$ cat src/hdl/rv32_pkg.sv
// Shared types and constants for the RV32IM executor.
package rv32_pkg;

  localparam logic [6:0] OP_AUIPC  = 7'h17;
  localparam logic [6:0] OP_LUI    = 7'h37;
  localparam logic [6:0] OP_JAL    = 7'h6F;
  localparam logic [6:0] OP_JALR   = 7'h67;
  localparam logic [6:0] OP_BRANCH = 7'h63;
  localparam logic [6:0] OP_LOAD   = 7'h03;
  localparam logic [6:0] OP_STORE  = 7'h23;
  localparam logic [6:0] OP_REG    = 7'h33;
  localparam logic [6:0] OP_IMM    = 7'h13;
  localparam logic [31:0] WORD_EBREAK = 32'h0010_0073;

  localparam logic [1:0] ST_NORMAL  = 2'd0;
  localparam logic [1:0] ST_EBREAK  = 2'd1;
  localparam logic [1:0] ST_ILLEGAL = 2'd2;

  localparam logic [1:0] SZ_BYTE = 2'd0;
  localparam logic [1:0] SZ_HALF = 2'd1;
  localparam logic [1:0] SZ_WORD = 2'd2;

  // Shared ALU operations.
  localparam logic [3:0] ALU_ADD  = 4'd0;
  localparam logic [3:0] ALU_SUB  = 4'd1;
  localparam logic [3:0] ALU_SLL  = 4'd2;
  localparam logic [3:0] ALU_SLT  = 4'd3;
  localparam logic [3:0] ALU_SLTU = 4'd4;
  localparam logic [3:0] ALU_XOR  = 4'd5;
  localparam logic [3:0] ALU_SRL  = 4'd6;
  localparam logic [3:0] ALU_SRA  = 4'd7;
  localparam logic [3:0] ALU_OR   = 4'd8;
  localparam logic [3:0] ALU_AND  = 4'd9;
  localparam logic [3:0] ALU_MUL  = 4'd10;
  localparam logic [3:0] ALU_MULH = 4'd11;

  typedef struct packed {
    logic [31:0] a;
    logic [31:0] b;
    logic [3:0]  op;
  } alu_req_t;

  typedef struct packed {
    logic [31:0] res;
    logic        eq;
    logic        lt;
    logic        ltu;
  } alu_rsp_t;

  typedef struct packed {
    logic        start;
    logic        is_signed;
    logic        want_rem;
    logic [31:0] a;
    logic [31:0] b;
  } div_req_t;

  function automatic logic [31:0] sext_n(input logic [31:0] v, input int unsigned bits);
    logic [31:0] m;
    logic [31:0] r;
    m = (32'd1 << bits) - 32'd1;
    r = v & m;
    if (r[bits-1]) r = r | ~m;
    return r;
  endfunction

endpackage

$ cat src/hdl/rv32_alu.sv
// Shared ALU: add, compare, shift, logic and one 33x33 multiply.
module rv32_alu import rv32_pkg::*; (
  input  alu_req_t req,
  output alu_rsp_t rsp
);
  logic signed [32:0] ma;
  logic signed [32:0] mb;
  logic signed [65:0] prod;

  always_comb begin
    ma = (req.op == ALU_MULH) ? {req.a[31], req.a} : {1'b0, req.a};
    mb = (req.op == ALU_MULH) ? {req.b[31], req.b} : {1'b0, req.b};
    prod = ma * mb;
    rsp.eq  = (req.a == req.b);
    rsp.ltu = (req.a < req.b);
    rsp.lt  = ($signed(req.a) < $signed(req.b));
    unique case (req.op)
      ALU_ADD:  rsp.res = req.a + req.b;
      ALU_SUB:  rsp.res = req.a - req.b;
      ALU_SLL:  rsp.res = req.a << req.b[4:0];
      ALU_SLT:  rsp.res = {31'd0, rsp.lt};
      ALU_SLTU: rsp.res = {31'd0, rsp.ltu};
      ALU_XOR:  rsp.res = req.a ^ req.b;
      ALU_SRL:  rsp.res = req.a >> req.b[4:0];
      ALU_SRA:  rsp.res = 32'($signed(req.a) >>> req.b[4:0]);
      ALU_OR:   rsp.res = req.a | req.b;
      ALU_AND:  rsp.res = req.a & req.b;
      ALU_MUL:  rsp.res = prod[31:0];
      ALU_MULH: rsp.res = prod[63:32];
      default:  rsp.res = '0;
    endcase
  end
endmodule

$ cat config.mk
export PLATFORM = sky130hd
export DESIGN_NAME = rv32_alu
export DESIGN_NICKNAME = d
export VERILOG_FILES = /design/src/hdl/rv32_pkg.sv /design/src/hdl/rv32_alu.sv
export SDC_FILE = /design/constraint.sdc
export NUM_CORES = 2
export LEC_CHECK = 0
export BUFFER_PORTS_ARGS = -buffer_cell sky130_fd_sc_hd__buf_4
export CORE_UTILIZATION = 55
export DETAILED_ROUTE_END_ITERATION = 8
export PLACE_DENSITY = 0.71
export SETUP_SLACK_MARGIN = 0.15
export SYNTH_ARGS = -nofsm -noshare
export SYNTH_HDL_FRONTEND = slang
export SYNTH_SLANG_ARGS = --single-unit
$ cat constraint.sdc
create_clock -name vclk -period 15.8
set_clock_uncertainty 0.1 [all_clocks]
set_input_delay 2.37 -clock vclk [all_inputs]
set_output_delay 2.37 -clock vclk [all_outputs]
set_load 0.01 [all_outputs]
After elaboration in Yosys (flattened, before gate mapping)
Index checks and enable logic that the tools add are counted.

$add $sub $neg: 2. Multiply operators: 1. Magnitude comparators: 2. Equality and inequality tests: 12. Shift-type cells: 3. Multiplexer cells: 3. Bitwise logic cells: 3. Reduce and logical (&&, ||, !) cells: 1.

Operators by type and width (count): $pmux W32 S12 (1); $mux W33 (2); $lt A32 B32 Y1 (2); $mul A33 B33 Y64 (1); $add A32 B32 Y32 (1); $and A32 B32 Y32 (1); $eq A32 B32 Y1 (1); $or A32 B32 Y32 (1); $shl A32 B5 Y32 (1); $shr A32 B5 Y32 (1); $sshr A32 B5 Y32 (1); $sub A32 B32 Y32 (1); $xor A32 B32 Y32 (1); $eq A4 B3 Y1 const B (4); $eq A4 B4 Y1 const B (4); $eq A4 B2 Y1 const B (2); $eq A4 B1 Y1 const B (1); $logic_not A4 Y1 (1).

Register bits after elaboration: 0. Bits of input ports: 68. Output and inout port bits: 35. Word-level logic and storage cells: 27.

Longest topological paths before layout
Depth after elaboration: 4. Gate-level depth with buffers: 34. Mapped depth without buffers: 31.

Least setup slack after synthesis
Ideal clock, no wire load.

Path kind: input -> output. From: in req[3] (netlist name). To: out rsp[32] (netlist name). Arrival: 10634 ps. Data required time: 13330 ps. Path slack: 2696 ps. Stages: 32. Path buffers: 2. Path through: clkbuf_1 > inv_1 > nor2_1 > nand3_1 > nor2_1 > clkbuf_1 > nand2_1 > inv_1 > fa_1 > inv_1 > fa_1 > inv_1 > fa_1 > fa_1 > inv_1 > fa_1 > inv_1 > fa_1 > inv_1 > fa_1 > fa_1 > inv_1 > ha_1 > a21o_1 > a21o_1 > a21o_1 > nand2_1 > nand2_1 > a21o_2 > a31oi_1 > o211ai_1 > or4_1.

RTL lines: from (decl) (RTL line rv32_alu.sv:3) `input alu_req_t req,`; to (decl) (RTL line rv32_alu.sv:4) `output alu_rsp_t rsp`.

==> reports/results.txt <==
outcome: completed
Max FO, Critical Path: 11
initial core utilization: 0.559
DP HPWL: 148000 um
initial antenna violation count: 9
WL/cell: 29.1 um
Synth-to-Final Area Change: 2.86%
# rows: 105
setup_tns: 0 ns
Syn Std Cell Area: 46100 sq um
Worst EP arrival: 12.14 ns
Worst Hold Class: in -> out
DR pass1 iterations: 8
Buf+Inv Stages, Crit Path: 10
Die Wd: 292 um
CP peak stage delay: 0.91 ns
Residual DRC: 0
Critical Path RT: 13.33 ns
GP Congestion: 1.10
first-pass GRT wire length: 280000 um
Seq cells: 0
post_cts resized: 0
Setup Buffers After CTS: 0
max-slew violations: 0
vias in the first global route: 43334
vias post-DR: 40883
Die ar.: 85100 sq um
Post-Route WL: 189000 um
I/O pin count: 103
Final WS setup: 1.19 ns
largest net degree at the start of global routing: 57
Critical Path Sink Type: output port
syn avg cell area: 8.29 sq um
dpl ws: 1.39 ns
CP delay by family, top: adder cells
RSZ-0062 raised after global routing: false
Slowest cell on crit path: fa_1
fmax: 0.0684 GHz
Port Buf Inserts: 103
Synth cell types: 95
Cells after Synth: 5565
most frequent cells in the layout: 1228 x inv_1, 1127 x fa_1, 868 x nand2_1
crit path from: req[3]
Hold Buf Count CTS: 0
max-cap violations: 0
Final Hold Viols: 0
syn nets: 7069
slew margin rel.: 0.245
Final setup viols: 0
Setup CP Type: in -> out
Tmin final: 14.61 ns
WHS: 5.06 ns
core footprint: 82500 sq um
chip height: 292 um
layout cells sized above 1: 0.0517
post-route clock period utilization: 0.925
Hold Crit Start: req[3]
Layout Nets: 6902
worst-margin pin slew: 1.12 ns
most common cell after layout, fill and taps aside: inv_1
clock buffers: 0
Global Route Usage Sum: 0.452
crit start category: input pin
via/cell ratio: 6.31
register area share after synthesis: 0
remaining antenna violation count: 0
Initial DRC Count: 4760
Warnings, synthesis: 0
Reg area: 0 sq um
total gr overflow: 0
worst paths after layout:
check | cells after the start | slack [ns] | to
min | 3 | 5.06 | rsp[3]
max | 31 | 1.19 | rsp[33]
cells in the mapped netlist (8+ instances only):
cell type  number  share of area
a31oi_1        19         0.0026
o2111ai_1      10         0.0019
o21a_1         14         0.0023
fa_1         1127           0.49
a21oi_1       189          0.020
nor4_1         13         0.0018
inv_1        1231           0.10
a221oi_1       24         0.0046
buf_1          89         0.0072
xor2_1         25         0.0047
o211ai_1       27         0.0044
a21o_1         39         0.0063
o31ai_1        14         0.0023
mux4_2         37          0.018
nand2b_1       23         0.0031
o21ai_1        12         0.0013
a22oi_1        23         0.0037
mux2_2          8         0.0020
a211o_1        16         0.0030
inv_2          10        0.00081
o21ai_0       158          0.017
a221o_1        14         0.0030
o21bai_1       15         0.0024
or3_1          13         0.0018
ha_1          309          0.084
clkbuf_1      218          0.018
o22ai_1        23         0.0031
nand3_1        33         0.0036
o311ai_0       11         0.0021
nor2_1        532          0.043
buf_2          26         0.0028
a211oi_1       25         0.0041
nor3_1         59         0.0064
clkinv_1       18         0.0015
and3_1          9         0.0012
xnor2_1        53          0.010
mux2i_1        54          0.012
nand4_1        21         0.0028
nand2_1       868          0.071
nor2b_1        20         0.0027
o221ai_1       22         0.0042
logic make-up after synthesis:
logic type | share of synthesized area
mux | 0.0317
buf+inv | 0.132
xor+xnor | 0.0148
compound gates | 0.107
simple gates | 0.142
fa+ha+maj | 0.573
final cells by class:
class,instances,area [sq um]
Tap cell,1070,1340
Timing Repair Buffer,171,1280
Multi-Input combinational cell,3966,40100
Fill cell,7641,35000
Antenna cell,10,25.0
Inverter,1259,4730
stage by stage:
step,instance area [sq um],instances,utilization
after floorplan,46100,5565,-
after global placement,47400,6466,0.575
after detailed placement,47400,6466,0.575
after CTS,47400,6466,0.575
after global routing,47400,6466,0.575
final,47500,6476,0.575
per-layer routing:
layer  track usage  share of wire  vias up
li1              -              -    16594
met1         0.561           0.35    20814
met2         0.703           0.45     2724
met3         0.105           0.11      747
met4         0.307          0.085        4
met5             0        0.00015        -
