## src/hdl/rv32_pkg.sv

```systemverilog
// Shared types and constants for the RV32IM executor.
package rv32_pkg;

  localparam logic [6:0] OP_AUIPC  = 7'h17;
  localparam logic [6:0] OP_LUI    = 7'h37;
  localparam logic [6:0] OP_JAL    = 7'h6F;
  localparam logic [6:0] OP_JALR   = 7'h67;
  localparam logic [6:0] OP_BRANCH = 7'h63;
  localparam logic [6:0] OP_LOAD   = 7'h03;
  localparam logic [6:0] OP_STORE  = 7'h23;
  localparam logic [6:0] OP_REG    = 7'h33;
  localparam logic [6:0] OP_IMM    = 7'h13;
  localparam logic [31:0] WORD_EBREAK = 32'h0010_0073;

  localparam logic [1:0] ST_NORMAL  = 2'd0;
  localparam logic [1:0] ST_EBREAK  = 2'd1;
  localparam logic [1:0] ST_ILLEGAL = 2'd2;

  localparam logic [1:0] SZ_BYTE = 2'd0;
  localparam logic [1:0] SZ_HALF = 2'd1;
  localparam logic [1:0] SZ_WORD = 2'd2;

  // Shared ALU operations.
  localparam logic [3:0] ALU_ADD  = 4'd0;
  localparam logic [3:0] ALU_SUB  = 4'd1;
  localparam logic [3:0] ALU_SLL  = 4'd2;
  localparam logic [3:0] ALU_SLT  = 4'd3;
  localparam logic [3:0] ALU_SLTU = 4'd4;
  localparam logic [3:0] ALU_XOR  = 4'd5;
  localparam logic [3:0] ALU_SRL  = 4'd6;
  localparam logic [3:0] ALU_SRA  = 4'd7;
  localparam logic [3:0] ALU_OR   = 4'd8;
  localparam logic [3:0] ALU_AND  = 4'd9;
  localparam logic [3:0] ALU_MUL  = 4'd10;
  localparam logic [3:0] ALU_MULH = 4'd11;

  typedef struct packed {
    logic [31:0] a;
    logic [31:0] b;
    logic [3:0]  op;
  } alu_req_t;

  typedef struct packed {
    logic [31:0] res;
    logic        eq;
    logic        lt;
    logic        ltu;
  } alu_rsp_t;

  typedef struct packed {
    logic        start;
    logic        is_signed;
    logic        want_rem;
    logic [31:0] a;
    logic [31:0] b;
  } div_req_t;

  function automatic logic [31:0] sext_n(input logic [31:0] v, input int unsigned bits);
    logic [31:0] m;
    logic [31:0] r;
    m = (32'd1 << bits) - 32'd1;
    r = v & m;
    if (r[bits-1]) r = r | ~m;
    return r;
  endfunction

endpackage

```

## src/hdl/rv32_div.sv

```systemverilog
// Radix-2 restoring divider, one quotient bit per cycle.
module rv32_div import rv32_pkg::*; (
  input  logic        clk,
  input  logic        rst_n,
  input  div_req_t    req,
  output logic        done,
  output logic [31:0] result
);
  logic        busy_r, busy_nxt;
  logic [5:0]  cnt_r, cnt_nxt;
  logic [31:0] q_r, q_nxt;
  logic [32:0] rem_r, rem_nxt;
  logic [31:0] d_r, d_nxt;
  logic        negq_r, negq_nxt, negr_r, negr_nxt, wrem_r, wrem_nxt;
  logic        spec_r, spec_nxt;
  logic [31:0] sres_r, sres_nxt;
  logic        done_r, done_nxt;
  logic [32:0] trial;
  logic [31:0] ma, mb;

  always_comb begin
    busy_nxt = busy_r; cnt_nxt = cnt_r; q_nxt = q_r; rem_nxt = rem_r; d_nxt = d_r;
    negq_nxt = negq_r; negr_nxt = negr_r; wrem_nxt = wrem_r; spec_nxt = spec_r;
    sres_nxt = sres_r; done_nxt = 1'b0;
    trial = {rem_r[31:0], q_r[31]} - {1'b0, d_r};
    ma = (req.is_signed && req.a[31]) ? 32'd0 - req.a : req.a;
    mb = (req.is_signed && req.b[31]) ? 32'd0 - req.b : req.b;
    if (req.start) begin
      busy_nxt = 1'b1; cnt_nxt = 6'd32; q_nxt = ma; rem_nxt = '0; d_nxt = mb;
      negq_nxt = req.is_signed && (req.a[31] ^ req.b[31]);
      negr_nxt = req.is_signed && req.a[31];
      wrem_nxt = req.want_rem;
      spec_nxt = 1'b0; sres_nxt = '0;
      if (req.b == 32'd0) begin
        spec_nxt = 1'b1; sres_nxt = req.want_rem ? req.a : 32'hFFFF_FFFF;
      end else if (req.is_signed && req.a == 32'h8000_0000 && req.b == 32'hFFFF_FFFF) begin
        spec_nxt = 1'b1; sres_nxt = req.want_rem ? 32'd0 : req.a;
      end
    end else if (busy_r) begin
      if (cnt_r == 6'd0 || spec_r) begin
        busy_nxt = 1'b0; done_nxt = 1'b1;
      end else begin
        // shift in one dividend bit, subtract if it fits
        if (!trial[32]) begin
          rem_nxt = trial;
          q_nxt = {q_r[30:0], 1'b1};
        end else begin
          rem_nxt = {rem_r[31:0], q_r[31]};
          q_nxt = {q_r[30:0], 1'b0};
        end
        cnt_nxt = cnt_r - 6'd1;
      end
    end
  end

  always_ff @(posedge clk) begin
    if (!rst_n) begin
      busy_r <= 1'b0; done_r <= 1'b0;
    end else begin
      busy_r <= busy_nxt; done_r <= done_nxt;
    end
    cnt_r <= cnt_nxt; q_r <= q_nxt; rem_r <= rem_nxt; d_r <= d_nxt;
    negq_r <= negq_nxt; negr_r <= negr_nxt; wrem_r <= wrem_nxt;
    spec_r <= spec_nxt; sres_r <= sres_nxt;
  end

  assign done = done_r;
  always_comb begin
    if (spec_r) result = sres_r;
    else if (wrem_r) result = negr_r ? 32'd0 - rem_r[31:0] : rem_r[31:0];
    else result = negq_r ? 32'd0 - q_r : q_r;
  end
endmodule

```

## config.mk

```make
export PLATFORM = sky130hd
export DESIGN_NAME = rv32_div
export DESIGN_NICKNAME = d
export VERILOG_FILES = /design/src/hdl/rv32_pkg.sv /design/src/hdl/rv32_div.sv
export SDC_FILE = /design/constraint.sdc
export NUM_CORES = 1
export LEC_CHECK = 0
export CELL_PAD_IN_SITES_DETAIL_PLACEMENT = 1
export CELL_PAD_IN_SITES_GLOBAL_PLACEMENT = 1
export CORE_MARGIN = 2
export CORE_UTILIZATION = 53
export CTS_CLUSTER_SIZE = 24
export DETAILED_ROUTE_END_ITERATION = 7
export DONT_BUFFER_PORTS = 1
export PLACE_DENSITY = 0.86
export RECOVER_POWER = 50
export SLEW_MARGIN = 5
export SYNTH_ARGS = -nofsm -noshare
export SYNTH_HDL_FRONTEND = slang
export SYNTH_SLANG_ARGS = --single-unit
export TNS_END_PERCENT = 10
```

## constraint.sdc

```tcl
create_clock -name clk -period 6.5 [get_ports clk]
set_clock_uncertainty 0.2 [all_clocks]
set_input_delay 1.625 -clock clk [delete_from_list [all_inputs] [get_ports clk]]
set_output_delay 1.625 -clock clk [all_outputs]
set_load 0.05 [all_outputs]
```

======== Word level (Yosys, flattened, before mapping) ========
Index checks and enable logic that the tools add are counted.
word-level totals
  flip-flop bits (word level) ............. 140
  bits in latches ......................... 0
  RAM bits ................................ 0
  memory bits (read-only) ................. 0
  input port bits ......................... 69
  output and inout port bits .............. 33
  word-level logic and storage cells ...... 56
  memories kept ........................... 0
operators by class
  add/subtract/negate cells ............... 6
  multiply operators ...................... 0
  divide/modulo/power cells ............... 0
  $lt $le $gt $ge ......................... 0
  equality and inequality tests ........... 3
  shift-type cells ........................ 0
  multiplexer cells ....................... 20
  bitwise logic cells ..................... 4
  reduce and logical (&&, ||, !) cells .... 12
operator list
  operator                                                              number
  32-bit two-way mux                                                    14
  1-bit by 32-bit subtractor with 32-bit output (first input constant)  4
  32-bit == test (second input constant)                                2
  33-bit by 32-bit subtractor with 33-bit output                        1
  32-bit logical NOT                                                    1
  6-bit logical NOT                                                     1
  1-bit two-way mux                                                     6
  6-bit by 1-bit subtractor with 6-bit output (second input constant)   1
  1-bit logical AND                                                     5
  2-bit AND reduction                                                   2
  1-bit inverter                                                        3
  3-bit OR reduction                                                    1
  2-bit != test (second input constant)                                 1
  2-bit nonzero test                                                    1
  1-bit logical OR                                                      1
  1-bit XOR                                                             1

======== Depth between registers and ports, before layout ========
Gate-level depths: netlist of the first run.
  depth in word-level cells ............... 5
  mapped depth ............................ 13
  gate-level depth less buffers ........... 11

======== Worst setup path after synthesis of the first run ========
OpenSTA, ideal clock, no wires.
  kind .................................... register to output
  from .................................... register q_r[0]
  to ...................................... output port result[26]
  arrival ................................. 3.396 ns
  setup slack ............................. 1.279 ns
  stages on the path, launching flop included .. 10
  buffers on the path ..................... 0
  path through ............................ edfxtp_1 -> inv_1 -> ha_1 -> nor4b_1 -> nand4_1 -> or4_1 -> or3_1 -> nand2_1 -> xor2_1 -> a221oi_1
on the way
  word-level cells in the longest chain between the ends .. 4
RTL lines
  what                                           line            RTL
  start, declared                                rv32_div.sv:11  logic [31:0] q_r, q_nxt;
  start signal, assigned                         rv32_div.sv:62  cnt_r <= cnt_nxt; q_r <= q_nxt; rem_r <= rem_nxt; d_r <= d_nxt;
  1-bit by 32-bit subtractor with 32-bit output  rv32_div.sv:71  else result = negq_r ? 32'd0 - q_r : q_r;
  32-bit two-way mux                             rv32_div.sv:71
  32-bit two-way mux                             rv32_div.sv:70  else if (wrem_r) result = negr_r ? 32'd0 - rem_r[31:0] : rem_r[31:0];
  32-bit two-way mux                             rv32_div.sv:69  if (spec_r) result = sres_r;
  end, declared                                  rv32_div.sv:7   output logic [31:0] result
Every way passes these cells.

======== Worst setup path after layout of the first run ========
  from .................................... register q_r[0]
  to ...................................... output port result[28]
Same word-level chain as after synthesis.

==> impl_metrics.tcl, run 1 <==
set metrics [dict create \
    status "finished with violations" \
    violations "max-capacitance violations, max-slew violations" \
    cp_data_required_time_ps 4680 \
    final.setup.tns_ps 0 \
    hold_start "busy_r" \
    die_x_um 147 \
    total_power_w 0.00291 \
    r2r_cells 7 \
    seq_area_frac_synth_pct 34.9 \
    numPortBuffers 0 \
    area_growth_syn_to_layout_pct 6.75 \
    fmax_mhz 169 \
    die_h_um 147 \
    cp_max_fo 5 \
    worst_pin_slew_ps 1940 \
    nNetsFinal 1381 \
    synth_nets 1421 \
    max-cap-violations 2 \
    cts_tree "done" \
    postCtsHoldBufs 0 \
    initial_core_util_pct 54.0 \
    grt_pass1_wl_um 55500 \
    rr_endpoint "q_r[0]" \
    final-setup-viol-count 0 \
    synth-edff-count 100 \
    die_area_mm2 0.0217 \
    r2r_slack_ps 1150 \
    cts.sinks 140 \
    power_leakage_nw 4.52 \
    diodes 0 \
    grtUsageMet3_pct 7.39 \
    async_flop_share_pct 0 \
    irDropWorstVdd_mv 0.156 \
    dpl.hpwl_um 25300 \
    critPathArrivalTime_ps 4090 \
    yosys.area.top_type "edfxtp_1" \
    wl_per_cell_um 22.8 \
    synth_area_mm2 0.0109 \
    rr_startpoint "spec_r" \
    drtIter0Drc 781 \
    finalHoldViolations 0 \
    wl_um 35400 \
    hold_depth 2 \
    crit_type "reg -> out" \
    layout_commonest_cell "a21oi_1" \
    ctsHtreeMaxLevel 4 \
    antenna_left 0 \
    hold_class "reg -> reg" \
    grtUsageMet2_pct 54.7 \
    startpoint_type "register" \
    grt_overflow 0 \
    cts_resized 0 \
    clk_pin_slew_worst_paths_ps 60 \
    grt-busiest-layer "met2" \
    yosysWarnings 0 \
    grt_use_total_pct 32.6 \
    ctsLongestPathBuffers 2 \
    slew_viol_final 83 \
    synth.avg_cell_area_um2 8.30 \
    endpoint_kind "output pin" \
    powerDensity_mw_per_mm2 251 \
    clk_latency_ps 440 \
    antenna_found_initial 0 \
    via_per_inst 6.36 \
    grt_max_degree 168 \
    core_mm2 0.0202 \
    synthTopCellsByArea "edfxtp_1, xnor2_1, dfxtp_1" \
    ys_ff_latch 140 \
    drc 0 \
    ys.flop_type "edfxtp_1" \
    relSlewSlack_pct -29.2 \
    gp_congestion 0.896 \
    vias 9893 \
    synth_cell_types 77 \
    layout_worst_path_cycle_share_pct 91.0 \
    grt_pass1_vias 10100 \
    finalCriticalPeriod_ps 5910 \
    grt_use_met1_pct 41.8 \
    drive_gt1_share_pct 4.75 \
    pin_count 102 \
    synth.top_cell.area_share_pct 27.6 \
    numCtsBuffers 17 \
    post_cts_buffers 0 \
    rows 52 \
    rsz0062_at_grt "no" \
    hold_path_end "done" \
    final_cell_mix "a21oi_1, nand2_1, nor2_1, edfxtp_1, inv_1" \
    syn_inst 1312 \
    cts-root-buf "clkbuf_16" \
    first_pass_iters 7 \
]
==> cell usage after synthesis (4+ instances only) <==
library cell,number
o22ai_1,5
and3_1,10
mux2i_1,23
xor2_1,50
o21a_1,10
nand2b_1,15
o31a_1,6
nor2_1,122
buf_6,5
nand4_1,19
nor2b_1,9
a21oi_1,134
clkbuf_1,52
and2_1,7
nand3b_1,5
inv_1,97
a211oi_1,21
nand2_1,128
nor4_2,4
or2_2,5
nor4_1,9
o31ai_1,22
o21ai_0,86
edfxtp_1,100
xnor2_1,93
nand3_1,26
buf_2,7
o211ai_1,9
a41oi_1,5
or3_1,11
a31oi_1,15
dfxtp_1,40
nor3_1,27
or4_1,7
ha_1,39
o41ai_1,8
a21o_1,11
==> routing by layer <==
metal | vias to the layer above | part of all wire [%]
met5 | - | 0
met4 | 0 | 2.7
met3 | 66 | 6.0
met2 | 313 | 48
met1 | 4901 | 43
li1 | 4613 | -
==> report_power, final <==
| group | leakage [nW] | internal (W) | switching (W) |
|---|---|---|---|
| clock network | 0.320 | 0.000690 | 0.000432 |
| registers | 1.29 | 0.00103 | 0.0000781 |
| logic | 2.91 | 0.000227 | 0.000453 |
==> critical path, stage by stage (launching register included) <==
cell,delay (ps)
edfxtp_1,450
inv_1,100
ha_1,220
nor4b_1,490
nand4_1,420
or4_1,580
or3_1,400
o31ai_2,230
xnor2_1,140
mux2i_1,100
o21ai_1,260
buf_4,270
==> how the worst max path moves through the flow <==
stage | from | to | slack (ps) | cells after the start
floorplan | q_r[0] | result[26] | 1280 | 9
finish | q_r[0] | result[28] | 590 | 11
global route | q_r[1] | result[28] | 370 | 11
CTS | q_r[1] | result[28] | 620 | 11
detailed placement | q_r[1] | result[28] | 1430 | 11
global placement | q_r[0] | result[28] | 1530 | 11
==> area by class of cell <==
class                      count  area, um^2
inverter                      97         364
clock buffer                  18         429
fill                        2458        8550
clock inverter                14         229
sequential                   140        3800
tap                          270         338
multi-input combinational   1006        6390
timing repair buffer          10        63.8
==> state kept, by name (all words and copies together), names as in the netlist <==
name / flops
done: 1
wrem_r: 1
d_r: 32
busy_r: 1
sres_r: 32
rem_r: 32
spec_r: 1
negq_r: 1
negr_r: 1
q_r: 32
cnt_r: 6
==> cell families (layout without fill, tap and decap cells) <==
| logic type | count (synthesis) | count (layout) | share of synthesized area, % |
|---|---|---|---|
| xor gates and xnor gates | 143 | 143 | 11.5 |
| AOI/OAI and AO/OA | 379 | 379 | 21.8 |
| DFF | 140 | 140 | 34.9 |
| and+or+nand+nor | 418 | 418 | 18.4 |
| adders and majority gates | 40 | 40 | 4.67 |
| muxes | 26 | 26 | 2.42 |
| buffers and inverters | 166 | 139 | 6.31 |
==> through the flow <==
stage,util [%],cells,area (um^2),hold slack [ps],setup slack [ps]
after global placement,54.5,1523,11000,270,1530
after detailed placement,54.5,1523,11000,282,1430
final,57.6,1555,11600,289,588
after global routing,57.6,1555,11600,332,365
after floorplan,-,1312,10900,223,1280
after CTS,57.7,1555,11600,292,615
Note: power is estimated with default switching activity, not from simulation.
==> run 2, diff against run 1 <==
--- a/config.mk
+++ b/config.mk
@@ -5,14 +5,14 @@
 export SDC_FILE = /design/constraint.sdc
 export NUM_CORES = 1
 export LEC_CHECK = 0
+export BUFFER_PORTS_ARGS = -buffer_cell sky130_fd_sc_hd__buf_4
 export CELL_PAD_IN_SITES_DETAIL_PLACEMENT = 1
 export CELL_PAD_IN_SITES_GLOBAL_PLACEMENT = 1
 export CORE_MARGIN = 2
-export CORE_UTILIZATION = 53
+export CORE_UTILIZATION = 50
 export CTS_CLUSTER_SIZE = 24
 export DETAILED_ROUTE_END_ITERATION = 7
-export DONT_BUFFER_PORTS = 1
-export PLACE_DENSITY = 0.86
+export PLACE_DENSITY = 0.87
 export RECOVER_POWER = 50
 export SLEW_MARGIN = 5
 export SYNTH_ARGS = -nofsm -noshare
==> run 2 against run 1 <==
The run still ends with max-capacitance violations, max-slew violations left. Die area increased by 5.8%. Hold slack got worse by 36 ps. Design area increased by 5.8%. Sequential share of layout area decreased by 1.8 points. Combinational power increased by 16%. Critical path type unchanged. Routed wire length increased by 4.1%.
==> impl_metrics.tcl, run 2 (synthesized netlist as in run 1, its figures left out) <==
set metrics [dict create \
    status "finished with violations" \
    violations "max-capacitance violations, max-slew violations" \
    rsz0062_at_grt "no" \
    fmax_mhz 173 \
    layout_worst_path_cycle_share_pct 89.1 \
    via_per_inst 6.28 \
    hold_depth 2 \
    grt_overflow 0 \
    switching_share_pct 35.4 \
    grt_use_total_pct 32.8 \
    wl_met1_um 15000 \
    rr_startpoint "spec_r" \
    critPathArrivalTime_ps 3970 \
    startpoint_type "register" \
    grt_pass1_vias 10700 \
    pwr-share-seq_pct 38.5 \
    dpl.hpwl_um 26400 \
    crit_type "reg -> out" \
    die_h_um 152 \
    core_mm2 0.0212 \
    relSlewSlack_pct -129 \
    irDropWorstVdd_mv 0.150 \
    grt_max_degree 97 \
    final_cell_mix "a21oi_1, nand2_1, nor2_1, buf_4, edfxtp_1" \
    die_x_um 152 \
    finalHoldViolations 0 \
    cts-root-buf "clkbuf_16" \
    grt_pass1_wl_um 58200 \
    hold_path_end "done" \
    pin_count 102 \
    numCtsBuffers 17 \
    netSwitchingPower_w 0.00102 \
    ctsHtreeMaxLevel 4 \
    fill_cells 2569 \
    rr_endpoint "q_r[29]" \
    first_pass_iters 5 \
    max-cap-violations 4 \
    route.met2.wl_um 18200 \
    clk_pin_slew_worst_paths_ps 60 \
    clkPwrFrac_pct 34.0 \
    gp_congestion 0.901 \
    r2r_slack_ps 1130 \
    place_ws_ps 1370 \
    powerDensity_mw_per_mm2 233 \
    cp_max_fo 5 \
    postCtsHoldBufs 0 \
    cp_data_required_time_ps 4680 \
    wl_um 36900 \
    worst_pin_slew_ps 3430 \
    finalWorstSetupSlack_ps 709 \
    clk_latency_ps 430 \
    hold_class "reg -> reg" \
    drive_gt1_share_pct 11.3 \
    nNetsFinal 1485 \
    drc 0 \
    slew_viol_final 178 \
    final-setup-viol-count 0 \
    total_power_w 0.00287 \
    finalCriticalPeriod_ps 5790 \
    drtIter0Drc 783 \
    rows 53 \
    cts_tree "done" \
    wl_per_cell_um 22.2 \
    power_leakage_nw 4.94 \
    ctsLongestPathBuffers 2 \
    met3_length_um 2330 \
    post_cts_buffers 0 \
    layout_commonest_cell "a21oi_1" \
    top_layer "met4" \
    initial_core_util_pct 51.3 \
    antenna_left 0 \
    numPortBuffers 101 \
    final.setup.tns_ps 0 \
    p_int_w 0.00185 \
    hold_start "busy_r" \
    die_area_mm2 0.0230 \
    postLayoutCoreUtil_pct 57.9 \
    area_growth_syn_to_layout_pct 12.9 \
    r2r_cells 7 \
    endpoint_kind "output pin" \
    comb_power_share_pct 27.5 \
    cts.sinks 140 \
    vias 10400 \
    antenna_found_initial 0 \
    cts_resized 0 \
    whs_ps 253 \
    diodes 0 \
]
run 2: per-layer routing:
layer	vias up	global-route usage, %
met5	-	0
met4	0	12.6
met3	86	4.43
met2	408	56.6
met1	5120	41.8
li1	4832	-
run 2: layout make-up:
class / instances / area (um^2) / area share [%]
Clock buffer: 18 / 429 / 3.49
Clock inverter: 14 / 134 / 1.09
Inverter: 97 / 364 / 2.96
Multi-Input combinational cell: 1006 / 6390 / 52.0
Sequential cell: 140 / 3800 / 30.9
Tap cell: 275 / 344 / 2.80
Timing Repair Buffer: 114 / 822 / 6.69
run 2: critical path, cell delays in order, from the launching register on:
cell,delay (ps)
edfxtp_1,450
inv_1,100
ha_1,220
nor4b_1,400
nand4_1,350
or4_1,580
or3_1,420
o21ai_1,260
xnor2_1,160
mux2i_1,110
mux2_2,300
buf_4,190
run 2: power groups by stage:
stage	sequential, W	clock (W)	combinational [W]
global placement	0.00111	0	0.000742
global route	0.00111	0.00101	0.000852
detailed placement	0.00112	0	0.000772
finish	0.00111	0.000975	0.000788
CTS	0.00110	0.000982	0.000785
floorplan	0.00109	0	0.000547
run 2: how the worst max path moves through the flow:
stage          startpoint    endpoint  slack, ps  cells past startpoint
2_1_floorplan      q_r[0]  result[26]       1280                      9
3_3_place_gp       q_r[0]  result[28]       1540                     11
3_5_place_dp       q_r[1]  result[28]       1370                     11
4_1_cts            q_r[1]  result[30]        770                     11
5_1_grt            q_r[1]  result[30]        540                     11
6_report           q_r[1]  result[30]        710                     11
run 2: per-stage QoR:
stage / instance area (um^2) / cells
floorplan: 10900 / 1312
global placement: 11800 / 1632
detailed placement: 11800 / 1632
CTS: 12300 / 1664
global route: 12300 / 1664
finish: 12300 / 1664
==> run 3, diff against run 2 <==
--- a/config.mk
+++ b/config.mk
@@ -9,10 +9,10 @@
 export CELL_PAD_IN_SITES_DETAIL_PLACEMENT = 1
 export CELL_PAD_IN_SITES_GLOBAL_PLACEMENT = 1
 export CORE_MARGIN = 2
-export CORE_UTILIZATION = 50
+export CORE_UTILIZATION = 42
 export CTS_CLUSTER_SIZE = 24
 export DETAILED_ROUTE_END_ITERATION = 7
-export PLACE_DENSITY = 0.87
+export PLACE_DENSITY = 0.77
 export RECOVER_POWER = 50
 export SLEW_MARGIN = 5
 export SYNTH_ARGS = -nofsm -noshare
==> constraint.sdc (replaced) <==
create_clock -name clk -period 5.2 [get_ports clk]
set_clock_uncertainty 0.2 [all_clocks]
set_input_delay 1.3 -clock clk [delete_from_list [all_inputs] [get_ports clk]]
set_output_delay 1.3 -clock clk [all_outputs]
set_load 0.05 [all_outputs]
==> run 3 against run 2 <==
The run still ends with max-capacitance violations, max-slew violations left. Design area increased by 2.0%. Final cell count increased by 4.4%. Sequential share of layout area decreased by 0.62 points. Combinational power increased by 28%. Register-to-register slack got worse by 430 ps. Non-clock buffer count increased by 19. Flip-flop and latch count unchanged. Die area increased by 19%. Largest cell class unchanged.
==> impl_metrics.tcl, run 3 (synthesized netlist as in run 1, its figures left out) <==
set metrics [dict create \
    crit_type "reg -> out" \
    die_h_um 165 \
    diodes 0 \
    cts_tree "done" \
    violations "max-capacitance violations, max-slew violations" \
    hold_class "reg -> reg" \
    max_stage_delay_ps 500 \
    powerDensity_mw_per_mm2 291 \
    postLayoutCoreUtil_pct 49.5 \
    rr_startpoint "spec_r" \
    wl_per_cell_um 21.0 \
    fill_cells 3026 \
    comb_power_share_pct 27.7 \
    slowest_stage "or4_4" \
    final.setup.tns_ps 0 \
    pwr-share-seq_pct 37.4 \
    fin_cells 1738 \
    grt_use_total_pct 27.4 \
    vias 10300 \
    cp_max_fo 5 \
    cts.sinks 140 \
    power_leakage_nw 5.05 \
    switching_share_pct 35.1 \
    critPathLaunch "q_r[1]" \
    pin_count 102 \
    r2r_cells 8 \
    max-cap-violations 4 \
    cp_cell_sequence "inv_1, ha_1, nor4b_4, nand4_1, or4_4, or3_1, o21ai_1, xnor2_1, mux2i_1, mux2_2, buf_4" \
    numPortBuffers 101 \
    critPathArrivalTime_ps 3560 \
    nNetsFinal 1504 \
    grt_max_degree 63 \
    cp_data_required_time_ps 3700 \
    grt_pass1_wl_um 57400 \
    irDropWorstVdd_mv 0.153 \
    die_x_um 165 \
    hold_depth 2 \
    fmax_mhz 198 \
    netSwitchingPower_w 0.00128 \
    rows 58 \
    die_area_mm2 0.0272 \
    rr_endpoint "q_r[26]" \
    final-setup-viol-count 0 \
    dpl.hpwl_um 26800 \
    cts-root-buf "clkbuf_16" \
    initial_core_util_pct 43.0 \
    drc 0 \
    clk_latency_ps 440 \
    via_per_inst 5.90 \
    final_cell_mix "a21oi_1, nand2_1, nor2_1, buf_4, edfxtp_1" \
    grt_overflow 0 \
    drtIter0Drc 739 \
    clk_pin_slew_worst_paths_ps 70 \
    status "finished with violations" \
    slew_viol_final 180 \
    relSlewSlack_pct -78.9 \
    layout_commonest_cell "a21oi_1" \
    worst_pin_slew_ps 2680 \
    endpoint_kind "output pin" \
    finalHoldViolations 0 \
    layout_worst_path_cycle_share_pct 97.3 \
    finalCriticalPeriod_ps 5060 \
    hold_start "busy_r" \
    ctsHtreeMaxLevel 4 \
    wl_um 36600 \
    hold_path_end "done" \
    numCtsBuffers 17 \
    core_mm2 0.0253 \
    placed_cells 1705 \
    first_pass_iters 5 \
    antenna_left 0 \
    p_int_w 0.00237 \
    drive_gt1_share_pct 12.6 \
    grt_pass1_vias 10300 \
    r2r_slack_ps 700 \
    startpoint_type "register" \
    clkPwrFrac_pct 34.9 \
    gp_congestion 0.868 \
    ctsLongestPathBuffers 2 \
    postCtsHoldBufs 0 \
    area_growth_syn_to_layout_pct 15.2 \
    antenna_found_initial 0 \
]
[run 3: cell count changes in the layout (fill, tap and decap cells not counted), moves of 2 or more]
| cell | before | now |
|---|---|---|
| nor4_2 | 2 | 4 |
| nor4_1 | 11 | 9 |
| clkbuf_1 | 11 | 13 |
| buf_4 | 103 | 118 |
[run 3: worst max-delay path by stage]
stage                            end  slack [ps]
final                     result[30]         140
after global routing      result[30]         -30
after CTS                 result[28]           7
after detailed placement  result[28]         470
after global placement    result[28]         500
after floorplan           result[26]         300
[run 3: power by group through the flow]
| stage | logic (W) | clock network (W) | registers, W |
|---|---|---|---|
| after floorplan | 0.000684 | 0 | 0.00136 |
| after global placement | 0.000974 | 0 | 0.00137 |
| after detailed placement | 0.000994 | 0 | 0.00138 |
| after CTS | 0.00101 | 0.00128 | 0.00136 |
| after global routing | 0.00109 | 0.00133 | 0.00137 |
| final | 0.00101 | 0.00127 | 0.00136 |
[run 3: area by class of cell]
type | instances | area, um^2 | area share (%)
multi-input cells | 1006 | 6430 | 51.2
well taps | 330 | 413 | 3.29
clock buffers | 17 | 425 | 3.39
repair buffers | 133 | 951 | 7.58
flip-flops and latches | 140 | 3800 | 30.3
inverters | 97 | 364 | 2.90
clock inverters | 15 | 160 | 1.28
[run 3: worst max-delay path: cells and delay by family (launching register included)]
family	cells	cell delay (ps)
buffers and inverters	2	280
DFF	1	460
AOI/OAI and AO/OA	1	190
xor gates and xnor gates	1	140
adders and majority gates	1	230
and+or+nand+nor	4	1410
muxes	2	400
[run 3: per-stage QoR]
stage | power, W | hold WS [ps] | instance area, um^2 | setup slack, ps
after floorplan | 0.00204 | 223 | 10900 | 304
after global placement | 0.00235 | 234 | 12000 | 499
after detailed placement | 0.00237 | 238 | 12000 | 471
after CTS | 0.00365 | 245 | 12600 | 6.58
after global routing | 0.00379 | 288 | 12500 | -27.0
final | 0.00364 | 243 | 12500 | 139
[run 3: repair_timing]
item / CTS / global route
pin swaps: 0 / 1
resized for setup: 1 / 3
buffers inserted: 0 / 1
gates cloned: 0 / 0
setup endpoints to repair: 3 / 4
[run 3: routing by layer]
layer  wire, um  vias up  track usage [%]  part of all wire, %
met1      16500     4994             36.5                   45
li1           -     4874                -                    -
met5          0        -                0                    0
met2      17100      317             45.1                   47
met3       1880       73             4.09                  5.1
met4       1080        0             10.1                  3.0
